File: config.mk
export PLATFORM = sky130hd
export DESIGN_NAME = pid_speed_controller_core_flat
export DESIGN_NICKNAME = d
export VERILOG_FILES = /design/src/rtl/core/pidsc_pkg.sv /design/src/rtl/core/pidsc_in_if.sv /design/src/rtl/core/pidsc_out_if.sv /design/src/rtl/core/pid_speed_controller_core.sv /design/src/rtl/core/pidsc_mul.sv /design/src/rtl/core/pidsc_div.sv /design/src/flat_wrapper.sv
export SDC_FILE = /design/constraint.sdc
export NUM_CORES = 2
export LEC_CHECK = 0
export ABC_CLOCK_PERIOD_IN_PS = 21000
export BUFFER_PORTS_ARGS = -buffer_cell sky130_fd_sc_hd__clkbuf_2
export CORE_MARGIN = 1.5
export CORE_UTILIZATION = 63
export CTS_CLUSTER_SIZE = 8
export DETAILED_ROUTE_END_ITERATION = 7
export PLACE_DENSITY = 0.81
export SLEW_MARGIN = 20
export SYNTH_ARGS = -nofsm -noshare
export SYNTH_HDL_FRONTEND = slang
export SYNTH_SLANG_ARGS = --single-unit
File: constraint.sdc
create_clock -name i_clk -period 21 [get_ports i_clk]
set_input_delay 4.2 -clock i_clk [delete_from_list [all_inputs] [get_ports i_clk]]
set_output_delay 4.2 -clock i_clk [all_outputs]
set_load 0.02 [all_outputs]
File: src/rtl/core/pidsc_pkg.sv
// Shared widths, codes and request types of the PID speed controller.
package pidsc_pkg;

    localparam int GAIN_W  = 32;
    localparam int SPEED_W = 16;
    localparam int DT_W    = 16;
    localparam int ERR_W   = 17;
    localparam int DIFF_W  = 18;
    localparam int LIMIT_W = 15;
    localparam int ACC_W   = 48;
    localparam int DRIVE_W = 16;
    localparam int TERM_W  = 32;
    localparam int FRAC_W  = 16;

    // Shift-add multiplier: one multiplier bit per cycle.
    localparam int MCAND_W = 48;
    localparam int MPLR_W  = 17;
    localparam int PROD_W  = MCAND_W + MPLR_W;

    // Restoring divider: one quotient bit per cycle.
    localparam int DVD_W = 48;
    localparam int DVS_W = 16;

    localparam int APB_AW = 4;
    localparam int APB_DW = 32;

    localparam logic [LIMIT_W-1:0] LIMIT_RESET = 15'd16384;

    typedef enum logic [1:0] {
        REG_GAIN_P = 2'd0,
        REG_GAIN_I = 2'd1,
        REG_GAIN_D = 2'd2,
        REG_LIMIT  = 2'd3
    } t_reg_idx;

    typedef enum logic [3:0] {
        S_IDLE,
        S_PH1_GO,
        S_PH1_WAIT,
        S_PH2_GO,
        S_PH2_WAIT,
        S_ACC,
        S_RAW1,
        S_RAW2,
        S_OUT
    } t_state;

    typedef struct packed {
        logic               start;
        logic [MCAND_W-1:0] mcand;
        logic [MPLR_W-1:0]  mplr;
    } t_mul_req;

    typedef struct packed {
        logic             start;
        logic [DVD_W-1:0] dividend;
        logic [DVS_W-1:0] divisor;
    } t_div_req;

endpackage

File: src/rtl/core/pidsc_in_if.sv
// Input request channel of the PID speed controller.
interface pidsc_in_if import pidsc_pkg::*; ();
    logic                      valid;
    logic                      ready;
    logic signed [SPEED_W-1:0] measured_speed;
    logic signed [SPEED_W-1:0] target_speed;
    logic        [DT_W-1:0]    elapsed_ms;

    modport source (output valid, measured_speed, target_speed, elapsed_ms, input ready);
    modport sink (input valid, measured_speed, target_speed, elapsed_ms, output ready);
endinterface

File: src/rtl/core/pidsc_out_if.sv
// Result channel of the PID speed controller.
interface pidsc_out_if import pidsc_pkg::*; ();
    logic                      valid;
    logic                      ready;
    logic signed [DRIVE_W-1:0] drive_out;
    logic signed [TERM_W-1:0]  term_p;
    logic signed [TERM_W-1:0]  term_i;
    logic signed [TERM_W-1:0]  term_d;
    logic signed [ERR_W-1:0]   speed_error;

    modport source (output valid, drive_out, term_p, term_i, term_d, speed_error,
                    input ready);
    modport sink (input valid, drive_out, term_p, term_i, term_d, speed_error,
                  output ready);
endinterface

File: src/rtl/core/pid_speed_controller_core.sv
// Top level of the PID speed controller: sequencer, PID arithmetic and register port.
//
// Speed PID with a symmetric drive clamp and anti-windup. Each request carries a
// measured speed, a target speed and the milliseconds since the last update; the
// block answers with one result holding the clamped drive (mA, truncated toward
// zero) and the integer parts of the P, I and D terms plus the speed error. Gains
// are signed Q16.16 and the integral is held as a saturating Q32.16 value. D is
// gain_d * (error - previous error) / elapsed_ms and is zero when elapsed_ms is
// zero. One request is worked at a time, and the next request is taken the
// cycle after the result is registered. The time a request takes is set by the
// 17-step shift-add multiply that forms the derivative product followed by the
// 48-step restoring divide by elapsed_ms; the P and I products run on two
// multipliers alongside. A finished result waits in the output register while
// the next request is already being accepted. Registers sit on an APB-style port
// at byte addresses 0 (gain_p), 4 (gain_i), 8 (gain_d) and 12 (output_limit,
// reset 16384); write them only while no request is in flight.
module pid_speed_controller_core import pidsc_pkg::*; (
    input  logic               i_clk,
    input  logic               i_rst_n,
    pidsc_in_if.sink           i_req,
    pidsc_out_if.source        o_res,
    input  logic               psel,
    input  logic               penable,
    input  logic               pwrite,
    input  logic [APB_AW-1:0]  paddr,
    input  logic [APB_DW-1:0]  pwdata,
    output logic [APB_DW-1:0]  prdata,
    output logic               pready
);

    localparam int PROP_W = ACC_W + 1;   // signed P, magnitude below 2^47
    localparam int DER_W  = DVD_W + 1;   // signed D, magnitude below 2^48
    localparam int PD_W   = DER_W + 1;
    localparam int RAW_W  = PD_W + 1;

    localparam logic signed [PROD_W-1:0] ACC_HI =
        {{(PROD_W - ACC_W + 1){1'b0}}, {(ACC_W - 1){1'b1}}};
    localparam logic signed [PROD_W-1:0] ACC_LO = ~ACC_HI;
    localparam logic [TERM_W-1:0] TERM_POS = {1'b0, {(TERM_W - 1){1'b1}}};
    localparam logic [TERM_W-1:0] TERM_NEG = {1'b1, {(TERM_W - 1){1'b0}}};

    function automatic logic [GAIN_W-1:0] f_mag_gain(input logic signed [GAIN_W-1:0] v);
        return v[GAIN_W-1] ? GAIN_W'(-v) : GAIN_W'(v);
    endfunction

    // Saturate a sign and magnitude pair to the 32 bit term range.
    function automatic logic [TERM_W-1:0] f_sat_term(input logic neg,
                                                     input logic [TERM_W-1:0] mag);
        if (!neg) begin
            return (mag > TERM_POS) ? TERM_POS : mag;
        end
        return (mag > TERM_NEG) ? TERM_NEG : TERM_W'(-mag);
    endfunction

    // ---------------------------------------------------------------- registers
    logic signed [GAIN_W-1:0]  r_gain_p;
    logic signed [GAIN_W-1:0]  r_gain_i;
    logic signed [GAIN_W-1:0]  r_gain_d;
    logic        [LIMIT_W-1:0] r_limit;

    logic                     cfg_wr;
    t_reg_idx                 cfg_idx;

    assign pready  = 1'b1;
    assign cfg_wr  = psel && penable && pwrite;
    assign cfg_idx = t_reg_idx'(paddr[APB_AW-1:2]);

    always_ff @(posedge i_clk) begin
        if (!i_rst_n) begin
            r_gain_p <= '0;
            r_gain_i <= '0;
            r_gain_d <= '0;
            r_limit  <= LIMIT_RESET;
        end else if (cfg_wr) begin
            unique case (cfg_idx)
                REG_GAIN_P: r_gain_p <= pwdata;
                REG_GAIN_I: r_gain_i <= pwdata;
                REG_GAIN_D: r_gain_d <= pwdata;
                REG_LIMIT:  r_limit  <= pwdata[LIMIT_W-1:0];
                default:    ;
            endcase
        end
    end

    always_comb begin
        unique case (cfg_idx)
            REG_GAIN_P: prdata = r_gain_p;
            REG_GAIN_I: prdata = r_gain_i;
            REG_GAIN_D: prdata = r_gain_d;
            REG_LIMIT:  prdata = APB_DW'(r_limit);
            default:    prdata = '0;
        endcase
    end

    // ---------------------------------------------------------------- state
    t_state                    r_state;
    t_state                    n_state;
    logic signed [ACC_W-1:0]   r_acc;
    logic signed [ERR_W-1:0]   r_last_err;
    logic                      r_out_valid;

    logic signed [ERR_W-1:0]   r_err;
    logic signed [DIFF_W-1:0]  r_diff;
    logic        [DT_W-1:0]    r_dt;
    logic signed [PROP_W-1:0]  r_prop;
    logic signed [DER_W-1:0]   r_deriv;
    logic signed [PD_W-1:0]    r_pd;
    logic signed [RAW_W-1:0]   r_raw;
    logic        [TERM_W-1:0]  r_tp;
    logic        [TERM_W-1:0]  r_td;
    logic        [TERM_W-1:0]  r_ti;

    logic signed [DRIVE_W-1:0] r_drive;
    logic signed [TERM_W-1:0]  r_term_p;
    logic signed [TERM_W-1:0]  r_term_i;
    logic signed [TERM_W-1:0]  r_term_d;
    logic signed [ERR_W-1:0]   r_speed_err;

    // ---------------------------------------------------------------- units
    t_mul_req          mul_a_req;
    t_mul_req          mul_b_req;
    t_div_req          div_req;
    logic              a_busy;
    logic              b_busy;
    logic              d_busy;
    logic [PROD_W-1:0] a_prod;
    logic [PROD_W-1:0] b_prod;
    logic [DVD_W-1:0]  d_quot;

    // Multiplier A: gain_d*diff, then gain_p*error.
    pidsc_mul u_mul_a (
        .i_clk   (i_clk),
        .i_rst_n (i_rst_n),
        .i_req   (mul_a_req),
        .o_busy  (a_busy),
        .o_prod  (a_prod)
    );

    // Multiplier B: gain_i*error, then that product times elapsed_ms.
    pidsc_mul u_mul_b (
        .i_clk   (i_clk),
        .i_rst_n (i_rst_n),
        .i_req   (mul_b_req),
        .o_busy  (b_busy),
        .o_prod  (b_prod)
    );

    // Divider: derivative product over elapsed_ms.
    pidsc_div u_div (
        .i_clk   (i_clk),
        .i_rst_n (i_rst_n),
        .i_req   (div_req),
        .o_busy  (d_busy),
        .o_quot  (d_quot)
    );

    // ---------------------------------------------------------------- front end
    logic                      in_acc;
    logic signed [ERR_W-1:0]   n_err;
    logic signed [DIFF_W-1:0]  n_diff;
    logic        [MPLR_W-1:0]  err_mag;
    logic        [MPLR_W-1:0]  diff_mag;

    assign i_req.ready = (r_state == S_IDLE);
    assign in_acc      = i_req.valid && i_req.ready;

    // Error and its change, both exact at their widths.
    assign n_err  = ERR_W'(i_req.target_speed) - ERR_W'(i_req.measured_speed);
    assign n_diff = DIFF_W'(n_err) - DIFF_W'(r_last_err);

    // Work on magnitudes; signs are put back once the products are in.
    assign err_mag  = r_err[ERR_W-1] ? MPLR_W'(-r_err) : MPLR_W'(r_err);
    assign diff_mag = r_diff[DIFF_W-1] ? MPLR_W'(-r_diff) : MPLR_W'(r_diff);

    // ---------------------------------------------------------------- sequencer
    logic load_out;

    always_ff @(posedge i_clk) begin
        if (!i_rst_n) begin
            r_state <= S_IDLE;
        end else begin
            r_state <= n_state;
        end
    end

    always_comb begin
        n_state   = r_state;
        load_out  = 1'b0;
        mul_a_req = '0;
        mul_b_req = '0;
        div_req   = '0;
        unique case (r_state)
            S_IDLE: begin
                if (in_acc) begin
                    n_state = S_PH1_GO;
                end
            end
            S_PH1_GO: begin
                mul_a_req.start = 1'b1;
                mul_a_req.mcand = MCAND_W'(f_mag_gain(r_gain_d));
                mul_a_req.mplr  = diff_mag;
                mul_b_req.start = 1'b1;
                mul_b_req.mcand = MCAND_W'(f_mag_gain(r_gain_i));
                mul_b_req.mplr  = err_mag;
                n_state         = S_PH1_WAIT;
            end
            S_PH1_WAIT: begin
                if (!a_busy && !b_busy) begin
                    n_state = S_PH2_GO;
                end
            end
            S_PH2_GO: begin
                // Skip the divide when no time has passed; D is then zero.
                div_req.start    = (r_dt != '0);
                div_req.dividend = a_prod[DVD_W-1:0];
                div_req.divisor  = r_dt;
                mul_a_req.start  = 1'b1;
                mul_a_req.mcand  = MCAND_W'(f_mag_gain(r_gain_p));
                mul_a_req.mplr   = err_mag;
                mul_b_req.start  = 1'b1;
                mul_b_req.mcand  = b_prod[MCAND_W-1:0];
                mul_b_req.mplr   = MPLR_W'(r_dt);
                n_state          = S_PH2_WAIT;
            end
            S_PH2_WAIT: begin
                if (!a_busy && !b_busy && !d_busy) begin
                    n_state = S_ACC;
                end
            end
            S_ACC:  n_state = S_RAW1;
            S_RAW1: n_state = S_RAW2;
            S_RAW2: n_state = S_OUT;
            S_OUT: begin
                // Hold until the output register is free or being emptied.
                if (!r_out_valid || o_res.ready) begin
                    load_out = 1'b1;
                    n_state  = S_IDLE;
                end
            end
            default: n_state = S_IDLE;
        endcase
    end

    // ---------------------------------------------------------------- integral
    logic                     p_neg;
    logic                     i_neg;
    logic                     d_neg;
    logic [DVD_W-1:0]         d_mag;
    logic signed [PROD_W-1:0] inc_val;
    logic signed [PROD_W-1:0] acc_sum;
    logic signed [ACC_W-1:0]  acc_sat;

    assign p_neg = r_gain_p[GAIN_W-1] ^ r_err[ERR_W-1];
    assign i_neg = r_gain_i[GAIN_W-1] ^ r_err[ERR_W-1];
    assign d_neg = r_gain_d[GAIN_W-1] ^ r_diff[DIFF_W-1];
    assign d_mag = (r_dt != '0) ? d_quot : '0;

    // The increment magnitude stays below 2^63, so two guard bits are zero.
    assign inc_val = i_neg ? -$signed({2'b00, b_prod[PROD_W-3:0]})
                           :  $signed({2'b00, b_prod[PROD_W-3:0]});
    assign acc_sum = PROD_W'(r_acc) + inc_val;

    always_comb begin
        if (acc_sum > ACC_HI) begin
            acc_sat = ACC_HI[ACC_W-1:0];
        end else if (acc_sum < ACC_LO) begin
            acc_sat = ACC_LO[ACC_W-1:0];
        end else begin
            acc_sat = acc_sum[ACC_W-1:0];
        end
    end

    // ---------------------------------------------------------------- clamp
    logic [ACC_W-1:0]         acc_bias;
    logic [RAW_W-1:0]         raw_bias;
    logic signed [RAW_W-1:0]  bound;
    logic                     clip_hi;
    logic                     clip_lo;
    logic                     windup;
    logic signed [DRIVE_W-1:0] n_drive;

    // Bias negative values by one less than 2^16 so the shift truncates toward zero.
    assign acc_bias = ACC_W'(r_acc) +
        (r_acc[ACC_W-1] ? {{(ACC_W - FRAC_W){1'b0}}, {FRAC_W{1'b1}}} : '0);
    assign raw_bias = RAW_W'(r_raw) +
        (r_raw[RAW_W-1] ? {{(RAW_W - FRAC_W){1'b0}}, {FRAC_W{1'b1}}} : '0);

    assign bound   = RAW_W'({r_limit, {FRAC_W{1'b0}}});
    assign clip_hi = (r_raw > bound);
    assign clip_lo = (r_raw < -bound);

    // Clear the integral when the clamp acted and the drive pushes along the error.
    assign windup = (clip_hi || clip_lo) &&
                    ((r_raw > 0 && r_err > 0) || (r_raw < 0 && r_err < 0));

    always_comb begin
        if (clip_hi) begin
            n_drive = $signed({1'b0, r_limit});
        end else if (clip_lo) begin
            n_drive = -$signed({1'b0, r_limit});
        end else begin
            n_drive = raw_bias[FRAC_W+DRIVE_W-1:FRAC_W];
        end
    end

    // ---------------------------------------------------------------- state update
    always_ff @(posedge i_clk) begin
        if (!i_rst_n) begin
            r_acc       <= '0;
            r_last_err  <= '0;
            r_out_valid <= 1'b0;
        end else begin
            if (r_state == S_ACC) begin
                r_acc <= acc_sat;
            end
            if (load_out) begin
                r_acc       <= windup ? '0 : r_acc;
                r_last_err  <= r_err;
                r_out_valid <= 1'b1;
            end else if (o_res.ready) begin
                r_out_valid <= 1'b0;
            end
        end
    end

    // ---------------------------------------------------------------- datapath
    always_ff @(posedge i_clk) begin
        if (in_acc) begin
            r_err  <= n_err;
            r_diff <= n_diff;
            r_dt   <= i_req.elapsed_ms;
        end
        if (r_state == S_ACC) begin
            r_prop  <= p_neg ? -$signed({1'b0, a_prod[ACC_W-1:0]})
                             :  $signed({1'b0, a_prod[ACC_W-1:0]});
            r_deriv <= d_neg ? -$signed({1'b0, d_mag}) : $signed({1'b0, d_mag});
            r_tp    <= f_sat_term(p_neg, a_prod[FRAC_W+TERM_W-1:FRAC_W]);
            r_td    <= f_sat_term(d_neg, d_mag[FRAC_W+TERM_W-1:FRAC_W]);
        end
        if (r_state == S_RAW1) begin
            r_pd <= PD_W'(r_prop) + PD_W'(r_deriv);
        end
        if (r_state == S_RAW2) begin
            r_raw <= RAW_W'(r_pd) + RAW_W'(r_acc);
            r_ti  <= acc_bias[ACC_W-1:FRAC_W];
        end
        if (load_out) begin
            r_drive     <= n_drive;
            r_term_p    <= r_tp;
            r_term_i    <= windup ? '0 : r_ti;
            r_term_d    <= r_td;
            r_speed_err <= r_err;
        end
    end

    assign o_res.valid       = r_out_valid;
    assign o_res.drive_out   = r_drive;
    assign o_res.term_p      = r_term_p;
    assign o_res.term_i      = r_term_i;
    assign o_res.term_d      = r_term_d;
    assign o_res.speed_error = r_speed_err;

endmodule

File: src/rtl/core/pidsc_mul.sv
// Radix-2 shift-add multiplier for unsigned magnitudes.
module pidsc_mul import pidsc_pkg::*; (
    input  logic              i_clk,
    input  logic              i_rst_n,
    input  t_mul_req          i_req,
    output logic              o_busy,
    output logic [PROD_W-1:0] o_prod
);

    localparam int CNT_W = $clog2(MPLR_W);

    logic              r_busy;
    logic [CNT_W-1:0]  r_cnt;
    logic [PROD_W-1:0] r_mc;
    logic [PROD_W-1:0] r_acc;
    logic [MPLR_W-1:0] r_mp;

    always_ff @(posedge i_clk) begin
        if (!i_rst_n) begin
            r_busy <= 1'b0;
            r_cnt  <= '0;
        end else if (i_req.start) begin
            r_busy <= 1'b1;
            r_cnt  <= '0;
        end else if (r_busy) begin
            r_cnt <= r_cnt + 1'b1;
            if (r_cnt == CNT_W'(MPLR_W - 1)) begin
                r_busy <= 1'b0;
            end
        end
    end

    // One multiplier bit per cycle, least significant first.
    always_ff @(posedge i_clk) begin
        if (i_req.start) begin
            r_mc  <= PROD_W'(i_req.mcand);
            r_mp  <= i_req.mplr;
            r_acc <= '0;
        end else if (r_busy) begin
            if (r_mp[0]) begin
                r_acc <= r_acc + r_mc;
            end
            r_mc <= r_mc << 1;
            r_mp <= r_mp >> 1;
        end
    end

    assign o_busy = r_busy;
    assign o_prod = r_acc;

endmodule

File: src/rtl/core/pidsc_div.sv
// Restoring divider for unsigned magnitudes, one quotient bit per cycle.
module pidsc_div import pidsc_pkg::*; (
    input  logic             i_clk,
    input  logic             i_rst_n,
    input  t_div_req         i_req,
    output logic             o_busy,
    output logic [DVD_W-1:0] o_quot
);

    localparam int CNT_W = $clog2(DVD_W);

    logic             r_busy;
    logic [CNT_W-1:0] r_cnt;
    logic [DVD_W-1:0] r_q;
    logic [DVS_W-1:0] r_rem;
    logic [DVS_W-1:0] r_dvs;
    logic [DVS_W:0]   rem_sh;
    logic [DVS_W:0]   trial;

    assign rem_sh = {r_rem, r_q[DVD_W-1]};
    assign trial  = rem_sh - {1'b0, r_dvs};

    always_ff @(posedge i_clk) begin
        if (!i_rst_n) begin
            r_busy <= 1'b0;
            r_cnt  <= '0;
        end else if (i_req.start) begin
            r_busy <= 1'b1;
            r_cnt  <= '0;
        end else if (r_busy) begin
            r_cnt <= r_cnt + 1'b1;
            if (r_cnt == CNT_W'(DVD_W - 1)) begin
                r_busy <= 1'b0;
            end
        end
    end

    // Dividend shifts out at the top while quotient bits shift in below.
    always_ff @(posedge i_clk) begin
        if (i_req.start) begin
            r_q   <= i_req.dividend;
            r_rem <= '0;
            r_dvs <= i_req.divisor;
        end else if (r_busy) begin
            if (!trial[DVS_W]) begin
                r_rem <= trial[DVS_W-1:0];
                r_q   <= {r_q[DVD_W-2:0], 1'b1};
            end else begin
                r_rem <= rem_sh[DVS_W-1:0];
                r_q   <= {r_q[DVD_W-2:0], 1'b0};
            end
        end
    end

    assign o_busy = r_busy;
    assign o_quot = r_q;

endmodule

File: src/flat_wrapper.sv
// flat-port wrapper written by rule: the top's interface ports become plain ports
module pid_speed_controller_core_flat import pidsc_pkg::*;
  (i_clk, i_rst_n, psel, penable, pwrite, paddr, pwdata, prdata, pready, i_req_valid, i_req_measured_speed, i_req_target_speed, i_req_elapsed_ms, i_req_ready, o_res_valid, o_res_drive_out, o_res_term_p, o_res_term_i, o_res_term_d, o_res_speed_error, o_res_ready);
  pidsc_in_if i_req_i ();
  pidsc_out_if o_res_i ();
  input  logic i_clk;
  input  logic i_rst_n;
  input  logic psel;
  input  logic penable;
  input  logic pwrite;
  input  logic [APB_AW-1:0] paddr;
  input  logic [APB_DW-1:0] pwdata;
  output logic [APB_DW-1:0] prdata;
  output logic pready;
  input wire logic [$bits(i_req_i.valid)-1:0] i_req_valid;
  input wire logic [$bits(i_req_i.measured_speed)-1:0] i_req_measured_speed;
  input wire logic [$bits(i_req_i.target_speed)-1:0] i_req_target_speed;
  input wire logic [$bits(i_req_i.elapsed_ms)-1:0] i_req_elapsed_ms;
  output wire logic [$bits(i_req_i.ready)-1:0] i_req_ready;
  output wire logic [$bits(o_res_i.valid)-1:0] o_res_valid;
  output wire logic [$bits(o_res_i.drive_out)-1:0] o_res_drive_out;
  output wire logic [$bits(o_res_i.term_p)-1:0] o_res_term_p;
  output wire logic [$bits(o_res_i.term_i)-1:0] o_res_term_i;
  output wire logic [$bits(o_res_i.term_d)-1:0] o_res_term_d;
  output wire logic [$bits(o_res_i.speed_error)-1:0] o_res_speed_error;
  input wire logic [$bits(o_res_i.ready)-1:0] o_res_ready;
  assign i_req_i.valid = i_req_valid;
  assign i_req_i.measured_speed = i_req_measured_speed;
  assign i_req_i.target_speed = i_req_target_speed;
  assign i_req_i.elapsed_ms = i_req_elapsed_ms;
  assign i_req_ready = i_req_i.ready;
  assign o_res_valid = o_res_i.valid;
  assign o_res_drive_out = o_res_i.drive_out;
  assign o_res_term_p = o_res_i.term_p;
  assign o_res_term_i = o_res_i.term_i;
  assign o_res_term_d = o_res_i.term_d;
  assign o_res_speed_error = o_res_i.speed_error;
  assign o_res_i.ready = o_res_ready;
  pid_speed_controller_core u_core (.i_clk(i_clk), .i_rst_n(i_rst_n), .i_req(i_req_i), .o_res(o_res_i), .psel(psel), .penable(penable), .pwrite(pwrite), .paddr(paddr), .pwdata(pwdata), .prdata(prdata), .pready(pready));
endmodule
After elaboration in Yosys (flattened, before gate mapping):

Index checks and enable logic that the tools add are counted.

* add/sub/neg operators: 25
* order comparisons: 12
* eq/ne operators: 19
* mux-type cells: 64
* bitwise operators: 4
* reductions and logical operators: 34

Operator list (number)
* 48-bit 2-to-1 mux: 14
* 32-bit 2-to-1 mux: 11
* 66-bit case mux with 2 select lines: 2
* 32-bit negation: 5
* 65-bit adder: 2
* 65-bit 2-to-1 mux: 2
* 32-bit case mux with 4 select lines: 1
* 17-bit 2-to-1 mux: 6
* 48-bit negation with 49-bit output: 2
* 48-bit by 65-bit adder with 65-bit output: 1
* 65-bit by 48-bit > comparator with 1-bit output, second input constant: 1
* 65-bit by 48-bit less-than comparator with 1-bit output, second input constant: 1
* 63-bit negation with 65-bit output: 1
* 32-bit by 31-bit > comparator with 1-bit output, second input constant: 2
* 32-bit > comparator, second input constant: 2
* 16-bit 2-to-1 mux: 4
* 50-bit by 48-bit adder with 51-bit output: 1
* 51-bit by 1-bit > comparator with 1-bit output, second input constant: 1
* 51-bit by 32-bit > comparator with 1-bit output: 1
* 51-bit by 1-bit less-than comparator with 1-bit output, second input constant: 1
* 51-bit less-than comparator: 1
* 31-bit negation with 51-bit output: 1
* 49-bit by 49-bit adder with 50-bit output: 1
* 48-bit by 16-bit adder with 48-bit output: 1
* 36 further kinds: 93

* register bits after elaboration: 1049
* output and inout port bits: 164
* logic and storage cells: 201

Depth between registers and ports, before layout:

* depth in word-level cells: 8
* depth in mapped cells: 29

Modules after synthesis:

From an unflattened synthesis, not the netlist that was laid out.

* cells, all modules: 7412
* area total of the unflattened synthesis: 68330.5 µm²

Modules (own cells, without submodules)
* pid_speed_controller_core: instances 1, cells an instance 4986, area an instance 45015.7 µm², seq. area each 17887.2 µm²
* pidsc_mul at u_core.u_mul_b: instances 1, cells an instance 1030, area an instance 9420.3 µm², seq. area each 3713.6 µm²
* pidsc_mul at u_core.u_mul_a: instances 1, cells an instance 1008, area an instance 9376.5 µm², seq. area each 3713.6 µm²
* pidsc_div: instances 1, cells an instance 388, area an instance 4518.1 µm², seq. area each 2382.3 µm²

Worst setup path after synthesis:

OpenSTA, ideal clock, no wires.

* path kind: register -> register
* start point: reg u_core.r_state[0]
* end point: reg u_core.r_acc[17]
* setup time: 0.069 ns
* arrival: 15.078 ns
* required time: 20.931 ns
* setup slack: 5.854 ns
* stages on the path, launching flop included: 13
* path buffers: 3
* cells stage by stage: dfxtp_1 clkbuf_1 nand2b_1 nor3b_1 nand2_1 a21o_1 a2111oi_0 nand4_1 nor4_2 a41oi_1 buf_4 buf_6 o21ai_1

* word-level cells in the longest chain between the ends: 4
* elaborated cells between the ends (all ways): 7
* classes of those cells: eq/ne (3); mux (2); reduce/logical (2)

RTL lines
* from (decl): RTL line pid_speed_controller_core.sv:96 `t_state r_state;`
* from (signal assigned): RTL line pid_speed_controller_core.sv:182 `r_state <= n_state;`
* 4-bit equality test: RTL line pid_speed_controller_core.sv:192 `unique case (r_state)`
* 1-bit 2-to-1 mux: RTL line pid_speed_controller_core.sv:192
* 2-bit inequality test (no source line) or 2-bit nonzero test (tied branches)
* 2-bit AND reduction (no source line)
* to (signal assigned): RTL line pid_speed_controller_core.sv:314 `r_acc <= acc_sat;`
* to (signal assigned): RTL line pid_speed_controller_core.sv:317 `r_acc <= windup ? '0 : r_acc;`
* to (decl): RTL line pid_speed_controller_core.sv:98 `logic signed [ACC_W-1:0] r_acc;`

Several ways; a longest one is shown, not always the timed one.
A chain may end at the register's enable or synchronous reset.

Worst setup path in the final report:

* start point: in paddr[3]
* end point: out prdata[18]

* word-level cells in the longest chain between the ends: 2
* elaborated cells between the ends (all ways): 5
* classes of those cells: eq/ne (3); mux (1); reduce/logical (1)

RTL lines
* from (decl): RTL line flat_wrapper.sv:11 `input logic [APB_AW-1:0] paddr;`
* 2-bit equality test (tied with other cells): RTL line pid_speed_controller_core.sv:86 `unique case (cfg_idx)`
* 32-bit case mux with 4 select lines *: RTL line pid_speed_controller_core.sv:86
* to (decl): RTL line flat_wrapper.sv:13 `output logic [APB_DW-1:0] prdata;`

Mark *: on every way between the ends. The rest lies on a longest branch, timed or not.

==> summary.txt <==
Detailed routing
  • Final wirelength: 178800 um
  • Highest routed layer: met5
  • Vias post-DR: 54841
  • DRT Pass-1 Iters: 8
  • Initial DRC count: 5676
  • Wire length per cell: 20.39 um
  • Vias per cell: 6.255
  • DRT met1 WL: 75240 um
  • DRC errors left: 0
  • Met2 wire len: 78000 um
  • Antenna Nets Post-Route: 0
  • DR WL met3: 18580 um

Worst setup path
  • Worst R2R End: u_core.r_acc[14]
  • WP data arrival: 5.75 ns
  • R2r worst-path depth: 24
  • Slowest cell on crit path: buf_4
  • Slowest Stage Delay on Critical Path: 0.44 ns
  • Kind of critical path: input pin to primary output
  • Crit end category: primary output
  • Highest net fanout along the worst path: 38
  • R2r setup slk: 13.21 ns
  • Crit path launch type: input pin
  • CP Depth: 7
  • Worst r2r src: u_core.u_mul_b.o_prod[2]
  • Crit path max-delay family: buffers and inverters
  • Buf+Inv Stages, Crit Path: 4
  • CP cell instances: clkbuf_2 -> buf_4 -> nor2b_1 -> buf_4 -> nand2_1 -> o21ai_0 -> clkbuf_2
  • Crit path required time: 16.80 ns

Timing
  • Final setup fails: 0
  • Crit path time final: 9.945 ns
  • Setup TNS: 0 ns
  • Fmax: 100.6 MHz
  • RSZ-0062 raised after global routing: no
  • Clk_skew: 0.04618 ns
  • Period utilization: 47.36%
  • Final Max Tran Viols: 0
  • Max-slew headroom: 21.79%
  • Slew @ Worst Pin: 1.173 ns
  • Final Hold Viols: 0

Floorplanning
  • Die Height: 322.6 um
  • Die width: 322.6 um
  • IO Pins: 255
  • CORE AREA: 101400 sq um
  • Starting Density: 63.42%
  • Die area: 104100 sq um
  • Rows: 117

Run
  • Max Cap Viol: 0

Clocking
  • CTS tree: done
  • Sink Count: 1011
  • Post-CTS setup buffer count: 0
  • Clk buf depth: 3
  • # resized after CTS: 0
  • Hold buffer count at CTS: 0
  • Clock Root Buffer: clkbuf_16
  • Clock Latency Late Sink: 0.79 ns
  • Clk pin slew, worst setup/hold paths: 0.05 ns
  • TritonCTS Buffers: 145
  • H-tree depth: 4

Synthesis
  • Post-Synthesis Cells: 7181
  • Syn Nets: 7701
  • Main flop type after synthesis: edfxtp_1
  • Yosys reg bits: 1011
  • Mapped Area: 64340 sq um
  • Count leader, synth: nand2_1
  • Top cells by count, synth: 1135 x nand2_1, 669 x edfxtp_1, 596 x a21oi_1, 543 x nor2_1, 499 x o21ai_0
  • Number of flops mapped to enable cells by yosys: 669
  • Seq/Total Area, Yosys: 41.86%
  • Yosys Warn Count: 0
  • Top cells by area, synth: edfxtp_1 31%, dfxtp_1 11%, ha_1 8.2%
  • Top cell type by total area after synthesis: edfxtp_1
  • Asr flop ratio synth: 0%
  • Yosys cell types: 93
  • Mapped Avg Cell Area: 8.960 sq um
  • Synth top area share: 31.22%

Global route
  • Global-route total usage across every layer: 33.64%
  • Antenna violations before repair: 14
  • Total gr overflow: 0
  • Vias in the first global route: 50506
  • Pin count of the biggest net entering global routing: 164
  • First-pass GRT wire length: 276900 um

Hold path
  • Hold Path Depth: 0
  • Hold WC Path Type: flop to flop
  • Min-delay src: u_core.r_tp[21]
  • Hold EP: u_core.o_res.term_p[21]

Power
  • Power per standard cell area: 106.3 nW/um^2
  • Leakage: 28.59 nW
  • Peak supply drop: 101.8 uV

Finish
  • Nets: 7816
  • Cell area after layout: 71010 sq um
  • Layout cell share with drive strength beyond 1: 7.788%
  • Area growth syn-to-layout: 10.36%
  • Final Util: 70.00%

Placed design
  • Placed cell areas: 66590 sq um
  • Hpwl dp: 131100 um
  • Placer congestion estimate: 0.9804
  • Port bufs: 251

Outcome
  • Status: finished, final reports clean
[worst register-to-register path: cells and delay by family, from the launching register on]
kind / cells / cell delay [ns]
flops: 1 / 0.40
fa+ha+maj: 1 / 0.57
compound gates: 5 / 1.25
simple gates: 16 / 4.83
buf+inv: 1 / 0.43
xor+xnor: 1 / 0.19
[kinds of logic (layout without fill, tap and decap cells)]
| logic type | count (synthesis) | count (layout) | share of synthesized area (%) |
|---|---|---|---|
| and+or+nand+nor | 2512 | 2512 | 17.68 |
| AOI/OAI and AO/OA | 1977 | 1977 | 18.90 |
| DFF | 1011 | 1011 | 41.86 |
| xor gates and xnor gates | 596 | 596 | 8.125 |
| buffers and inverters | 574 | 789 | 3.446 |
| adders and majority gates | 429 | 429 | 8.436 |
| muxes | 81 | 81 | 1.552 |
| other | 1 | 5 | 0.005828 |
[state kept, by name, indices dropped and copies added, names as in the netlist, 48 cells and up]
| signal | cells |
|---|---|
| u_core.r_acc | 48 |
| u_core.r_deriv | 49 |
| u_core.r_pd | 50 |
| u_core.r_prop | 49 |
| u_core.r_raw | 51 |
| u_core.u_div.o_quot | 48 |
| u_core.u_mul_a.o_prod | 48 |
| u_core.u_mul_a.r_mc | 48 |
| u_core.u_mul_b.o_prod | 63 |
| u_core.u_mul_b.r_mc | 63 |
[cell usage in the layout (no fill, tap or decap), types with 75 or more instances in the layout]
master        n
a21boi_0    161
a21o_1      204
a21oi_1     596
clkbuf_1     85
clkbuf_16   145
clkbuf_2    250
dfxtp_1     341
edfxtp_1    669
ha_1        421
inv_1       225
nand2_1    1134
nand3_1     137
nand4_1      75
nor2_1      538
nor3_1      126
o21ai_0     499
xnor2_1     330
xor2_1      259
[how the worst max path moves through the flow]
| stage | from | endpoint | slack, ns |
|---|---|---|---|
| after floorplan | u_core.r_state[0] | u_core.r_acc[17] | 5.85 |
| after global placement | paddr[3] | prdata[16] | 11.10 |
| after detailed placement | paddr[3] | prdata[18] | 11.06 |
| after CTS | paddr[3] | prdata[18] | 11.05 |
| after global routing | paddr[3] | prdata[16] | 10.92 |
| final | paddr[3] | prdata[18] | 11.05 |
[cell type report]
type	instances	area, sq um
timing repair buffer	315	1752
fill	7866	30440
clock inverter	16	426.7
antenna	4	10.01
inverter	227	858.3
clock buffer	231	3961
multi-input combinational	5596	35350
tap	1368	1712
sequential	1011	26940
[layer usage]
layer,vias up,GRT usage [%]
li1,26062,-
met1,25883,46.58
met2,2503,51.13
met3,383,7.578
met4,10,13.42
met5,-,0
[power breakdown]
| part | internal (mW) | switching, mW | total, mW |
|---|---|---|---|
| logic | 0.991 | 1.62 | 2.61 |
| clock network | 1.31 | 0.916 | 2.22 |
| registers | 2.40 | 0.310 | 2.71 |
[stage by stage]
step	power [mW]	instances	setup WS (ns)	hold slack, ns
6_report	7.549	8768	11.05	0.4054
5_1_grt	7.939	8764	10.92	0.4035
4_1_cts	7.492	8764	11.05	0.4017
3_5_place_dp	5.254	8517	11.06	0.4045
3_3_place_gp	5.171	8517	11.10	0.4027
2_1_floorplan	4.598	7181	5.854	0.4003
Note: power is estimated with default switching activity, not from simulation.
